[src/rtl/arl_pkg.sv]
// arl_pkg: shared constants, request/result types and controller/datapath
// interface types for the address range lookup block. No dependencies.
package arl_pkg;

  localparam int unsigned ENTRIES = 128;
  localparam int unsigned IDX_W   = (ENTRIES > 1) ? $clog2(ENTRIES) : 1;
  localparam int unsigned SLOT_W  = 7;
  localparam int unsigned ADDR_W  = 64;

  typedef enum logic [1:0] {
    MODE_LOAD   = 2'd0,
    MODE_CLEAR  = 2'd1,
    MODE_LOOKUP = 2'd2
  } arl_mode_e;

  typedef struct packed {
    arl_mode_e           mode;
    logic [SLOT_W-1:0]   slot;
    logic [ADDR_W-1:0]   region_base;
    logic [ADDR_W-1:0]   region_size;
    logic [ADDR_W-1:0]   address;
  } arl_req_t;

  typedef struct packed {
    logic                hit;
    logic [SLOT_W-1:0]   entry_index;
    logic [ADDR_W-1:0]   offset;
  } arl_rsp_t;

  typedef enum logic [2:0] {
    ST_IDLE,
    ST_SCAN,
    ST_DRAIN,
    ST_END,
    ST_RESP
  } arl_state_e;

  // Controller -> datapath commands
  typedef struct packed {
    logic load;       // write slot from request
    logic clear;      // drop all valid marks
    logic ack_zero;   // all-zero result
    logic scan_init;  // latch address, reset scan
    logic scan_step;  // issue one table read
    logic calc_end;   // form end of chosen region
    logic finish;     // form lookup result
  } arl_cmd_t;

  // Datapath -> controller status
  typedef struct packed {
    logic scan_last;  // read of the last slot is being issued
  } arl_stat_t;

endpackage

[src/rtl/arl_ctrl.sv]
// arl_ctrl: sequencing state machine for the address range lookup.
// Depends on arl_pkg.
module arl_ctrl (
  input  logic                clk_i,
  input  logic                rst_ni,
  input  logic                start,
  input  arl_pkg::arl_mode_e  mode_i,
  input  arl_pkg::arl_stat_t  stat_i,
  output logic                busy,
  output arl_pkg::arl_cmd_t   cmd_o
);
  import arl_pkg::*;

  arl_state_e state_q, state_d;

  always_ff @(posedge clk_i or negedge rst_ni) begin
    if (!rst_ni) begin
      state_q <= ST_IDLE;
    end else begin
      state_q <= state_d;
    end
  end

  always_comb begin
    state_d = state_q;
    cmd_o   = '0;
    case (state_q)
      ST_IDLE: begin
        if (start) begin
          case (mode_i)
            MODE_LOOKUP: begin
              cmd_o.scan_init = 1'b1;
              state_d         = ST_SCAN;
            end
            MODE_LOAD: begin
              cmd_o.load     = 1'b1;
              cmd_o.ack_zero = 1'b1;
            end
            MODE_CLEAR: begin
              cmd_o.clear    = 1'b1;
              cmd_o.ack_zero = 1'b1;
            end
            default: begin
              cmd_o.ack_zero = 1'b1;
            end
          endcase
        end
      end
      ST_SCAN: begin
        cmd_o.scan_step = 1'b1;
        if (stat_i.scan_last) begin
          state_d = ST_DRAIN;
        end
      end
      // last read data is compared here
      ST_DRAIN: begin
        state_d = ST_END;
      end
      ST_END: begin
        cmd_o.calc_end = 1'b1;
        state_d        = ST_RESP;
      end
      ST_RESP: begin
        cmd_o.finish = 1'b1;
        state_d      = ST_IDLE;
      end
      default: begin
        state_d = ST_IDLE;
      end
    endcase
  end

  assign busy = (state_q != ST_IDLE);

endmodule

[config.mk]
export PLATFORM = sky130hd
export DESIGN_NAME = arl_ctrl
export DESIGN_NICKNAME = d
export VERILOG_FILES = /design/src/rtl/arl_pkg.sv /design/src/rtl/arl_ctrl.sv
export SDC_FILE = /design/constraint.sdc
export NUM_CORES = 1
export LEC_CHECK = 0
export ABC_AREA = 1
export CAP_MARGIN = 20
export CELL_PAD_IN_SITES_DETAIL_PLACEMENT = 2
export CELL_PAD_IN_SITES_GLOBAL_PLACEMENT = 2
export CORE_AREA = 4 4 41 43
export CTS_CLUSTER_SIZE = 14
export DETAILED_ROUTE_END_ITERATION = 10
export DIE_AREA = 0 0 45 47
export DONT_BUFFER_PORTS = 1
export PLACE_DENSITY_LB_ADDON = 0.1
export RECOVER_POWER = 100
export SYNTH_ARGS = -nofsm -noshare
export SYNTH_HDL_FRONTEND = slang
export SYNTH_SLANG_ARGS = --single-unit
[constraint.sdc]
create_clock -name clk_i -period 1.35 [get_ports clk_i]
set_input_delay 0.0675 -clock clk_i [delete_from_list [all_inputs] [get_ports clk_i]]
set_output_delay 0.0675 -clock clk_i [all_outputs]
set_load 0.005 [all_outputs]
==> results.json <==
{
  "htreeDepth": 1,
  "max_cap_viol_count": 0,
  "arrival_ns": 1.13,
  "grt_usage_pct": 7.67,
  "antenna_found_initial": 0,
  "largestRegisters": "state_q (3)",
  "num_antenna_cells": 0,
  "syn_avg_cell_area_um2": 6.29,
  "criticalPathCategory": "reg2out",
  "setup_viol": 0,
  "ys_seq_area_share_pct": 34.1,
  "yosysUniqueCellTypes": 11,
  "worst_path_largest_cell_delay_ns": 0.42,
  "coreArea_mm2": 0.00130,
  "totalWireLength_um": 685,
  "synth_top_cell_by_area": "dfrtp_1",
  "crit_chain": "nor2_2, nand2_2, nor3_2",
  "gp_congestion": 0.687,
  "fp.dieW_um": 45,
  "grt_pass1_wl_mm": 1.11,
  "worst-path-buf-inv": 0,
  "rr_worst_depth": 6,
  "worst_setup_path_start_kind": "register",
  "hold_path_class": "in2async",
  "r2r_slack_ns": 0.35,
  "grt_overflow": 0,
  "period_minus_slack_ns": 1.20,
  "crit_fanout": 5,
  "worst_pin_slew_ns": 0.254,
  "tritoncts": "yes",
  "fmax_mhz": 836,
  "vias": 228,
  "largest_reg_flops": 3,
  "antenna_left": 0,
  "die_area_mm2": 0.00212,
  "fin_nets": 47,
  "timing.rr.end": "state_q[0]",
  "ioPinCount": 14,
  "die_y_um": 47,
  "grt_pass1_vias": 268,
  "area.sequential_um2": 75.1,
  "syn_area_um2": 220,
  "final-max-slew-violation-count": 0,
  "worstReg2RegStart": "state_q[0]",
  "final_cell_mix": "inv_1, nand2_1, nor2_1",
  "cp-end-kind": "output pin",
  "final_common_cell": "inv_1",
  "rows": 13,
  "multiInputGateArea_um2": 111,
  "grt_max_degree": 8,
  "p_leak_uw": 0.000154,
  "met3_usage_pct": 2.30,
  "port_buffers": 0,
  "clk-insertion-delay-late_ns": 0.23,
  "drt_pass1_iterations": 2,
  "clock-skew-final_ns": 0.000990,
  "synth_nets": 41,
  "post_drt_wl_per_cell_um": 12.5,
  "status": "finished clean",
  "clkTransAtPathRegs_ns": 0.04,
  "top_register": "state_q",
  "power-per-cell-area_mw_per_mm2": 2090,
  "crit_required_ns": 1.28,
  "relSlewSlack_pct": 82.9,
  "cts_buffers": 3,
  "initial_utilization_pct": 16.9,
  "cts_buffer_depth": 2,
  "cts_setup_buffers": 0,
  "hpwl_um": 617,
  "grt-busiest-layer": "met2",
  "area_delta_synth_final_pct": 25.0,
  "netlist_instances": 35,
  "tns_ns": 0,
  "fillCellCount": 163,
  "period_share_pct": 88.6,
  "rsz0062_at_grt": "no",
  "whs_ns": 0.0950,
  "cp_slowest_cell": "dfrtp_1",
  "ys_seq_elements": 3,
  "ir_worst_vdd_uv": 520,
  "drtIter0Drc": 2,
  "finalHoldViolCount": 0,
  "viasPerCell": 4.15,
  "drcViolationCount": 0,
  "met1_usage_pct": 6.85,
  "drive_gt1_share_pct": 17.5,
  "yosysWarnings": 0,
  "clockRootBuffer": "clkbuf_4",
  "synth_area_leaders": "dfrtp_1, nand2_1, inv_1",
  "cts_sinks": 3,
  "cp_top_family": "simple AND/OR/NAND/NOR gates",
  "synth_top_area_share_pct": 34.1,
  "use_met2_pct": 15.5
}
## cell usage after synthesis (all sizes together)
library cell / number
o21ai: 1
nand2: 9
nand3: 3
inv: 9
dfrtp: 3
nor3: 4
nor2: 6
## where the power goes
| part | internal [uW] | switching [uW] | leakage, uW |
|---|---|---|---|
| Sequential | 121 | 27.5 | 0.0000393 |
| Clock | 110 | 40.5 | 0.0000150 |
| Combinational | 77.3 | 197 | 0.0000998 |
## worst max-delay path by stage
stage	from	to	slack [ns]	cells after the start
6_report	state_q[2]	cmd_o[5]	0.15	3
5_1_grt	state_q[2]	cmd_o[5]	0.03	3
4_1_cts	state_q[0]	cmd_o[5]	0.11	3
3_5_place_dp	state_q[0]	state_q[0]	0.35	4
3_3_place_gp	state_q[2]	state_q[1]	0.37	5
2_1_floorplan	state_q[0]	state_q[0]	0.48	4
## layout make-up
| class | count | area share (%) |
|---|---|---|
| multi-input cells | 23 | 40.5 |
| flip-flops and latches | 3 | 27.3 |
| inverters | 9 | 12.3 |
| clock buffers | 4 | 9.55 |
| well taps | 15 | 6.82 |
| repair buffers | 1 | 3.64 |
## cell families after synthesis
kind of cell / Yosys count / share of synthesized area, %
flops: 3 / 34.1
simple gates: 22 / 48.3
buf+inv: 9 / 15.3
compound gates: 1 / 2.27
## metal layers
| metal | up-vias | part of all wire (%) |
|---|---|---|
| met5 | - | 0 |
| met4 | 0 | 0 |
| met3 | 0 | 8.5 |
| met2 | 9 | 58 |
| met1 | 105 | 33 |
| li1 | 114 | - |
## through the flow
stage	cell area, um2	worst slack, ns	total power (uW)	instances	utilization (%)
after floorplan	220	0.478	364	35	-
after global placement	239	0.365	422	50	18.4
after detailed placement	239	0.351	436	50	18.4
after CTS	275	0.108	599	55	21.2
after global routing	275	0.0347	653	55	21.2
final	275	0.154	574	55	21.2
## timing repair
item / 4_1_cts / 5_1_grt
endpoints found under the hold margin: 3 / 0
hold buffers: 1 / 0
resized for setup: 0 / 0
setup endpoints to repair: 0 / 0
Power figures use the tool's default switching activity.
